### src/rtl/rd16_pkg.sv
// shared types for the pipelined restoring divider
package rd16_pkg;

    // per-word sign and exception flags that ride along the divider pipe
    typedef struct packed {
        logic neg_q;   // quotient must be negated at the end
        logic neg_r;   // remainder must be negated at the end
        logic zdiv;    // denominator was zero
    } t_div_flags;

endpackage

### src/rtl/restoring_divider_16_unit.sv
// top level: pipelined signed/unsigned restoring divider with stream ports
// stages: one operand prep stage, one stage per quotient bit, one output stage with
//   sign fix-up
// throughput: one division per cycle unless the output stalls; every stage has its
//   own valid and ready: bubbles close up, and while a result waits the pipe fills up
// reset: synchronous active-low, clears only the stage valid bits
module restoring_divider_16_unit #(
    parameter int WORD_BITS = 16
) (
    input  logic                                  i_clk,
    input  logic                                  i_rst_n,
    input  logic                                  s_axis_tvalid,
    output logic                                  s_axis_tready,
    // numerator [WORD_BITS-1:0], denominator next, zero fill to whole bytes
    input  logic [((2 * WORD_BITS + 7) / 8) * 8-1:0] s_axis_tdata,
    // signed_mode
    input  logic [0:0]                            s_axis_tuser,
    output logic                                  m_axis_tvalid,
    input  logic                                  m_axis_tready,
    // quotient [WORD_BITS-1:0], remainder next, zero fill to whole bytes
    output logic [((2 * WORD_BITS + 7) / 8) * 8-1:0] m_axis_tdata,
    // zero_divisor
    output logic [0:0]                            m_axis_tuser
);

    localparam int W             = WORD_BITS;
    localparam int OUT_DATA_BITS = ((2 * WORD_BITS + 7) / 8) * 8;

    // ------------------------------------------------------------------
    // operand prep: magnitudes, sign flags, zero divisor detect
    // ------------------------------------------------------------------
    logic [W-1:0] in_num;
    logic [W-1:0] in_den;
    logic         in_sgn;
    logic         in_zd;
    logic         in_ns;
    logic         in_ds;
    logic [W-1:0] n_pre_num;
    logic [W-1:0] n_pre_den;
    rd16_pkg::t_div_flags n_pre_flags;

    assign in_num = s_axis_tdata[W-1:0];
    assign in_den = s_axis_tdata[2*W-1:W];
    assign in_sgn = s_axis_tuser[0];
    assign in_zd  = (in_den == '0);

    // on a zero divisor run an unsigned pass: dividing by zero just shifts
    // the numerator through the remainder, so the raw word falls out
    assign in_ns = in_sgn && in_num[W-1] && !in_zd;
    assign in_ds = in_sgn && in_den[W-1] && !in_zd;

    assign n_pre_num         = in_ns ? (W'(0) - in_num) : in_num;
    assign n_pre_den         = in_ds ? (W'(0) - in_den) : in_den;
    assign n_pre_flags.neg_q = in_ns ^ in_ds;
    assign n_pre_flags.neg_r = in_ns;
    assign n_pre_flags.zdiv  = in_zd;

    // stage arrays: index 0 is the prep register, k+1 is the output of cell k
    logic                 st_valid [0:W];
    logic                 st_ready [0:W];
    logic [W-1:0]         st_rq    [0:W];
    logic [W-1:0]         st_rem   [0:W];
    logic [W-1:0]         st_dm    [0:W];
    rd16_pkg::t_div_flags st_flags [0:W];

    logic                 r_pre_valid;
    logic [W-1:0]         r_pre_num;
    logic [W-1:0]         r_pre_den;
    rd16_pkg::t_div_flags r_pre_flags;

    assign s_axis_tready = !r_pre_valid || st_ready[0];

    always_ff @(posedge i_clk) begin
        if (!i_rst_n) begin
            r_pre_valid <= 1'b0;
        end else if (s_axis_tready) begin
            r_pre_valid <= s_axis_tvalid;
        end
    end

    always_ff @(posedge i_clk) begin
        if (s_axis_tvalid && s_axis_tready) begin
            r_pre_num   <= n_pre_num;
            r_pre_den   <= n_pre_den;
            r_pre_flags <= n_pre_flags;
        end
    end

    // partial remainder starts at zero; the numerator shifts out of rq as
    // quotient bits shift in
    assign st_valid[0] = r_pre_valid;
    assign st_rq[0]    = r_pre_num;
    assign st_rem[0]   = '0;
    assign st_dm[0]    = r_pre_den;
    assign st_flags[0] = r_pre_flags;

    // ------------------------------------------------------------------
    // chain of restoring cells, one quotient bit each
    // ------------------------------------------------------------------
    for (genvar k = 0; k < W; k++) begin : g_cell
        rd16_cell #(
            .W (W)
        ) u_cell (
            .i_clk   (i_clk),
            .i_rst_n (i_rst_n),
            .i_valid (st_valid[k]),
            .o_ready (st_ready[k]),
            .i_rq    (st_rq[k]),
            .i_rem   (st_rem[k]),
            .i_dm    (st_dm[k]),
            .i_flags (st_flags[k]),
            .o_valid (st_valid[k+1]),
            .i_ready (st_ready[k+1]),
            .o_rq    (st_rq[k+1]),
            .o_rem   (st_rem[k+1]),
            .o_dm    (st_dm[k+1]),
            .o_flags (st_flags[k+1])
        );
    end

    // ------------------------------------------------------------------
    // output stage: sign fix-up and zero divisor override
    // ------------------------------------------------------------------
    rd16_pkg::t_div_flags last_flags;
    logic [W-1:0]         n_out_quo;
    logic [W-1:0]         n_out_rem;
    logic                 r_out_valid;
    logic [W-1:0]         r_out_quo;
    logic [W-1:0]         r_out_rem;
    logic                 r_out_zd;

    assign last_flags = st_flags[W];

    always_comb begin
        if (last_flags.zdiv) begin
            n_out_quo = '0;
        end else if (last_flags.neg_q) begin
            n_out_quo = W'(0) - st_rq[W];
        end else begin
            n_out_quo = st_rq[W];
        end
        n_out_rem = last_flags.neg_r ? (W'(0) - st_rem[W]) : st_rem[W];
    end

    assign st_ready[W] = !r_out_valid || m_axis_tready;

    always_ff @(posedge i_clk) begin
        if (!i_rst_n) begin
            r_out_valid <= 1'b0;
        end else if (st_ready[W]) begin
            r_out_valid <= st_valid[W];
        end
    end

    always_ff @(posedge i_clk) begin
        if (st_valid[W] && st_ready[W]) begin
            r_out_quo <= n_out_quo;
            r_out_rem <= n_out_rem;
            r_out_zd  <= last_flags.zdiv;
        end
    end

    assign m_axis_tvalid   = r_out_valid;
    assign m_axis_tdata    = OUT_DATA_BITS'({r_out_rem, r_out_quo});
    assign m_axis_tuser[0] = r_out_zd;

`ifndef SYNTHESIS
    // reset empties the output stage
    a_reset_clears: assert property (@(posedge i_clk)
        !i_rst_n |=> !r_out_valid)
        else $error("output valid set after reset");

    // after the last step the remainder magnitude is below the divisor
    a_rem_bound: assert property (@(posedge i_clk) disable iff (!i_rst_n)
        (st_valid[W] && !last_flags.zdiv) |-> (st_rem[W] < st_dm[W]))
        else $error("remainder not below divisor after last step");

    // a zero divisor result always carries a zero quotient
    a_zdiv_quo: assert property (@(posedge i_clk) disable iff (!i_rst_n)
        (r_out_valid && r_out_zd) |-> (r_out_quo == '0))
        else $error("nonzero quotient on zero divisor");

    // a word entering the chain lands in the first cell next cycle
    a_chain_move: assert property (@(posedge i_clk) disable iff (!i_rst_n)
        (st_valid[0] && st_ready[0]) |=> st_valid[1])
        else $error("word lost entering the cell chain");
`endif

endmodule

### src/rtl/rd16_cell.sv
// one restoring step of the divider, registered, with its own handshake
module rd16_cell #(
    parameter int W = 16
) (
    input  logic                 i_clk,
    input  logic                 i_rst_n,
    input  logic                 i_valid,
    output logic                 o_ready,
    input  logic [W-1:0]         i_rq,
    input  logic [W-1:0]         i_rem,
    input  logic [W-1:0]         i_dm,
    input  rd16_pkg::t_div_flags i_flags,
    output logic                 o_valid,
    input  logic                 i_ready,
    output logic [W-1:0]         o_rq,
    output logic [W-1:0]         o_rem,
    output logic [W-1:0]         o_dm,
    output rd16_pkg::t_div_flags o_flags
);

    logic                 r_valid;
    logic [W-1:0]         r_rq;
    logic [W-1:0]         r_rem;
    logic [W-1:0]         r_dm;
    rd16_pkg::t_div_flags r_flags;

    logic [W:0]   cand;
    logic [W:0]   diff;
    logic         ge;
    logic [W-1:0] n_rq;
    logic [W-1:0] n_rem;
    logic         load;

    // shift the next numerator bit into the partial remainder, try subtract
    assign cand  = {i_rem, i_rq[W-1]};
    assign diff  = cand - {1'b0, i_dm};
    assign ge    = (cand >= {1'b0, i_dm});
    assign n_rem = ge ? diff[W-1:0] : cand[W-1:0];
    assign n_rq  = {i_rq[W-2:0], ge};

    assign o_ready = !r_valid || i_ready;
    assign load    = i_valid && o_ready;

    always_ff @(posedge i_clk) begin
        if (!i_rst_n) begin
            r_valid <= 1'b0;
        end else if (o_ready) begin
            r_valid <= i_valid;
        end
    end

    always_ff @(posedge i_clk) begin
        if (load) begin
            r_rq    <= n_rq;
            r_rem   <= n_rem;
            r_dm    <= i_dm;
            r_flags <= i_flags;
        end
    end

    assign o_valid = r_valid;
    assign o_rq    = r_rq;
    assign o_rem   = r_rem;
    assign o_dm    = r_dm;
    assign o_flags = r_flags;

endmodule

### config.mk
export PLATFORM = sky130hd
export DESIGN_NAME = restoring_divider_16_unit
export DESIGN_NICKNAME = d
export VERILOG_FILES = /design/src/rtl/rd16_pkg.sv /design/src/rtl/restoring_divider_16_unit.sv /design/src/rtl/rd16_cell.sv
export SDC_FILE = /design/constraint.sdc
export NUM_CORES = 1
export LEC_CHECK = 0
export ABC_AREA = 1
export BUFFER_PORTS_ARGS = -buffer_cell sky130_fd_sc_hd__buf_4
export CORE_MARGIN = 2
export CORE_UTILIZATION = 62
export CTS_BUF_LIST = sky130_fd_sc_hd__clkbuf_8
export DETAILED_ROUTE_END_ITERATION = 16
export PLACE_DENSITY = 0.78
export SKIP_CTS_REPAIR_TIMING = 1
export SYNTH_ARGS = -nofsm -noshare
export SYNTH_HDL_FRONTEND = slang
export SYNTH_SLANG_ARGS = --single-unit
### constraint.sdc
create_clock -name i_clk -period 8.75 [get_ports i_clk]
set_clock_uncertainty 0.1 [all_clocks]
set_input_delay 1.75 -clock i_clk [delete_from_list [all_inputs] [get_ports i_clk]]
set_output_delay 1.75 -clock i_clk [all_outputs]
set_load 0.01 [all_outputs]
* Yosys cells after proc, flatten, opt, wreduce, memory -nomap -nowiden
Index checks and enable logic that the tools add are counted.
** Word-level totals
- Bits of input ports :: 37
- Register bits after elaboration :: 886
** Cells by class
- Add/subtract/negate cells :: 20
- Muxes and demuxes :: 20
- Reduce and logical (&&, ||, !) cells :: 60
- Bitwise operators :: 1
- Order comparisons :: 16
** Operator list (number)
- 2-to-1 mux 16 bit :: 19
- >= comparator 17 x 16 -> 1 bit :: 15
- subtractor 16 bit :: 15
- subtractor 1 x 16 -> 16 bit (first input constant) :: 4
- logical AND 1 bit :: 22
- logical NOT 1 bit :: 19
- logical OR 1 bit :: 18
- >= comparator 1 x 16 -> 1 bit :: 1
- logical NOT 16 bit :: 1
- subtractor 1 x 16 -> 16 bit :: 1
- 2-to-1 mux 1 bit :: 1
- XOR 1 bit :: 1

* Logic depth before layout (Yosys ltp)
- Word-level depth :: 20
- Mapped depth :: 15
- Mapped depth without buffers :: 15

* By module
From an unflattened synthesis, not the netlist that was laid out.
** Unflattened totals
- Cells, all modules :: 5774
- Area total of the unflattened synthesis :: 51274.2 um^2
** By module, submodules not included
- rd16_cell (g_cell[11].u_cell ...) :: cells each 332, times used 11, area each 2955.3 um^2, seq. area each 1551.5 um^2
- rd16_cell (g_cell[0].u_cell ...) :: cells each 322, times used 4, area each 2935.3 um^2, seq. area each 1551.5 um^2
- restoring_divider_16_unit :: cells each 498, times used 1, area each 4006.3 um^2, seq. area each 2082.0 um^2
- rd16_cell (g_cell[1].u_cell) :: cells each 336, times used 1, area each 3017.9 um^2, seq. area each 1551.5 um^2

* Worst setup path before layout
No wires, ideal clock.
- Kind :: input to register
- Start :: input port m_axis_tready
- End :: register g_cell[0].u_cell.r_dm[0], enable pin
- Library setup time :: 0.476 ns
- Stages on the path :: 12
- Data required time :: 8.174 ns
- Data arrival time :: 4.891 ns
- Path slack :: 3.283 ns
- Path through :: inv_1 nand3_2 nor2_4 nand4_4 nor2_4 nand4_4 nor2_4 nand4_4 nor2_4 nand2_1 inv_1 a21oi_1
** Between the ends
- Longest elaborated chain between the ends :: 18
** RTL lines
- start, declared :: RTL line restoring_divider_16_unit.sv:19 : input logic m_axis_tready,
- logical OR 1 bit :: RTL line restoring_divider_16_unit.sv:145 : assign st_ready[W] = !r_out_valid || m_axis_tready;
- logical OR 1 bit (16 in a row) :: RTL line rd16_cell.sv:41 : assign o_ready = !r_valid || i_ready;
- logical AND 1 bit :: RTL line rd16_cell.sv:42 : assign load = i_valid && o_ready;
- via g_cell[0].u_cell.load :: RTL line rd16_cell.sv:32 : logic load;
- end signal, assigned :: RTL line rd16_cell.sv:56 : r_dm <= i_dm;
- end, declared :: RTL line rd16_cell.sv:24 : logic [W-1:0] r_dm;
The timed path passes the listed nets, and every way through them passes these cells.
A chain may end at the register's enable or synchronous reset.

* Worst setup path after layout
- Start :: input port m_axis_tready
- End :: output port s_axis_tready
** Between the ends
- Longest elaborated chain between the ends :: 18
** RTL lines
- logical OR 1 bit :: RTL line restoring_divider_16_unit.sv:145
- logical OR 1 bit (16 in a row) :: RTL line rd16_cell.sv:41
- logical OR 1 bit :: RTL line restoring_divider_16_unit.sv:71 : assign s_axis_tready = !r_pre_valid || st_ready[0];
- end, declared :: RTL line restoring_divider_16_unit.sv:13 : output logic s_axis_tready,
Every way passes these cells.

==> results.json <==
{
  "status": "complete, no violations",
  "synth_area_leaders": "edfxtp_1 61%, ha_1 7.2%, nand2_1 4.8%",
  "via_per_inst": 5.40,
  "htreeDepth": 4,
  "clockBufferDepth": 3,
  "avgSynthCellArea_um2": 11.6,
  "crit_required_ps": 6900,
  "critPathSlowestCell": "nor2_4",
  "clock-sinks": 886,
  "critPathMaxFanout": 4,
  "worstMarginPinSlew_ps": 1140,
  "io_pins": 72,
  "post-route-period-util_pct": 59.4,
  "die_area_mm2": 0.0708,
  "num_rows": 96,
  "fin_crit_ps": 5190,
  "finalCoreUtilization_pct": 68.4,
  "holdCritPathClass": "flop to flop",
  "ys_seq_area_share_pct": 62.1,
  "ys_warn_count": 0,
  "total_power_mw": 8.33,
  "grt_max_degree": 52,
  "final_area_mm2": 0.0467,
  "crit_chain": "buf_4 > inv_1 > nand3_2 > nor2_4 > nand4_4 > nor2_4 > nand4_4 > nor2_4 > nand4_4 > nor2_4 > nand4_2 > buf_4",
  "start_util_pct": 62.4,
  "critPathKind": "input pin to primary output",
  "port_buffers": 71,
  "crit_top_cell": "nor2_4",
  "synthArstFlopShare_pct": 0,
  "peakVddDrop_mv": 0.133,
  "tns_ps": 0,
  "endpoint_kind": "primary output",
  "grt_pass1_vias": 26075,
  "tritoncts": "built",
  "cts_buffers": 143,
  "routedWlPerCell_um": 16.5,
  "netlist_area_mm2": 0.0426,
  "root_buffer": "clkbuf_8",
  "crit_start": "m_axis_tready",
  "ant_nets": 0,
  "ff_latch_area_mm2": 0.0264,
  "clk_pin_slew_ps": 60,
  "leakage_nw": 18.6,
  "slew-limit-headroom_pct": 24.3,
  "hpwl_um": 58800,
  "syn2layout_area_growth_pct": 9.64,
  "worst_setup_path_start_kind": "input pin",
  "hold_violations": 0,
  "final_nets": 4138,
  "synth_edf_count": 868,
  "synth_top_cell_area_share_pct": 61.2,
  "track_usage_pct": 23.0,
  "die_y_um": 266,
  "synth_seq_cells": 886,
  "slew_violations": 0,
  "rr_startpoint": "g_cell[14].u_cell.o_rem[7]",
  "fmax_ghz": 0.193,
  "vias": 26133,
  "whs_ps": 291,
  "drt_wl_total_um": 79700,
  "synth_fp_nets": 3960,
  "hold_start": "g_cell[1].u_cell.o_rq[10]",
  "maxCapViolations": 0,
  "power_density_mw_per_mm2": 179,
  "globalplace.congestion": 0.898,
  "yosysUniqueCellTypes": 56,
  "clk_latency_ps": 800,
  "multiInputGateArea_mm2": 0.0139,
  "post_synth_inst_count": 3662,
  "grt_overflow": 0,
  "core_mm2": 0.0682,
  "fill_cells": 4802,
  "dpl-instance-area_mm2": 0.0440,
  "finalSetupViolations": 0,
  "rsz0062_at_grt": "false",
  "dr.first_iter.drc_count": 1764,
  "drc": 0,
  "cp_data_arrival_time_ps": 3340,
  "antenna_found_initial": 1,
  "synth_ff_type": "edfxtp_1",
  "drive_gt1_share_pct": 9.71,
  "dr.pass1.iters": 6,
  "yosysTopAreaCell": "edfxtp_1",
  "r2r_slack_ps": 5570,
  "die_w_um": 266,
  "worst_path_largest_cell_delay_ps": 190,
  "grt_pass1_wl_um": 128000
}
-- critical path: cells and delay by family --
kind / cells / cell delay, ps
buf+inv: 3 / 410
simple gates: 9 / 1180
-- final cells by class --
cell class	instances	area share [%]
Inverter	509	4.10
Clock inverter	113	1.41
Timing Repair Buffer	86	1.38
Sequential cell	886	56.6
Clock buffer	148	4.37
Tap cell	882	2.36
Multi-Input combinational cell	2214	29.7
Antenna cell	1	0.00536
-- cell usage after synthesis, drive strengths merged (4+ instances only) --
master   instances
clkbuf           5
fa              15
a211oi          20
a21oi          353
o2111ai          9
dfxtp           18
xnor2          105
o21a             7
nand4           13
nand2          546
o211ai          19
inv            507
o21ai          211
nor4            16
nand3           66
buf             48
ha             246
and3             4
nor2           334
nor3            38
edfxtp         868
o221ai           6
a21boi          15
a31oi            7
o21bai           9
a21o            12
a311oi          12
nor3b            9
xor2           136
-- per-layer routing --
layer	up-vias	GRT usage (%)	wire length, um
met4	0	8.99	2280
li1	13108	-	-
met3	172	4.20	3420
met1	12269	27.6	32700
met5	-	0	0
met2	584	41.2	41300
-- flip-flops by register name (all words and copies together) (netlist names) --
name                   cells
r_pre_num                 16
m_axis_tvalid              1
m_axis_tuser               1
r_out_quo                 16
r_pre_den                 16
g_cell.u_cell.o_dm       240
r_pre_flags                3
g_cell.u_cell.o_rem      256
g_cell.u_cell.o_flags     48
r_out_rem                 16
g_cell.u_cell.o_rq       256
r_pre_valid                1
g_cell.u_cell.o_valid     16
-- final timing paths --
kind,endpoint,cells past startpoint
max reg2reg,g_cell[15].u_cell.o_rem[8],11
min reg2reg,g_cell[2].u_cell.o_rq[11],0
min,g_cell[2].u_cell.o_rq[11],0
max,s_axis_tready,12
-- cells by family (layout without fill, tap and decap cells) --
kind of cell	after synthesis	after routing	synth area share [%]
simple gates	1031	1031	10.0
flops	886	886	62.1
compound gates	681	681	9.51
buf+inv	562	856	5.49
fa+ha+maj	261	261	7.94
xor+xnor	241	241	4.96
other cells	0	1	0
-- through the flow --
stage / cells / setup slack, ps
6_report: 4839 / 3560
5_1_grt: 4839 / 3390
4_1_cts: 4838 / 3540
3_5_place_dp: 4577 / 3540
3_3_place_gp: 4577 / 3590
2_1_floorplan: 3662 / 3280
-- where the power goes --
part | switching (mW) | internal, mW
logic | 0.166 | 0.106
clock network | 1.63 | 1.71
registers | 0.0341 | 4.68
total | 1.83 | 6.50
-- layout by cell type (no fill, tap or decap), types with 105 or more instances in the layout --
cell type,n
edfxtp_1,868
nand2_1,545
inv_1,538
a21oi_1,347
nor2_1,322
ha_1,246
clkbuf_8,148
xor2_1,136
o21ai_0,105
xnor2_1,105
Power figures use the tool's default switching activity.
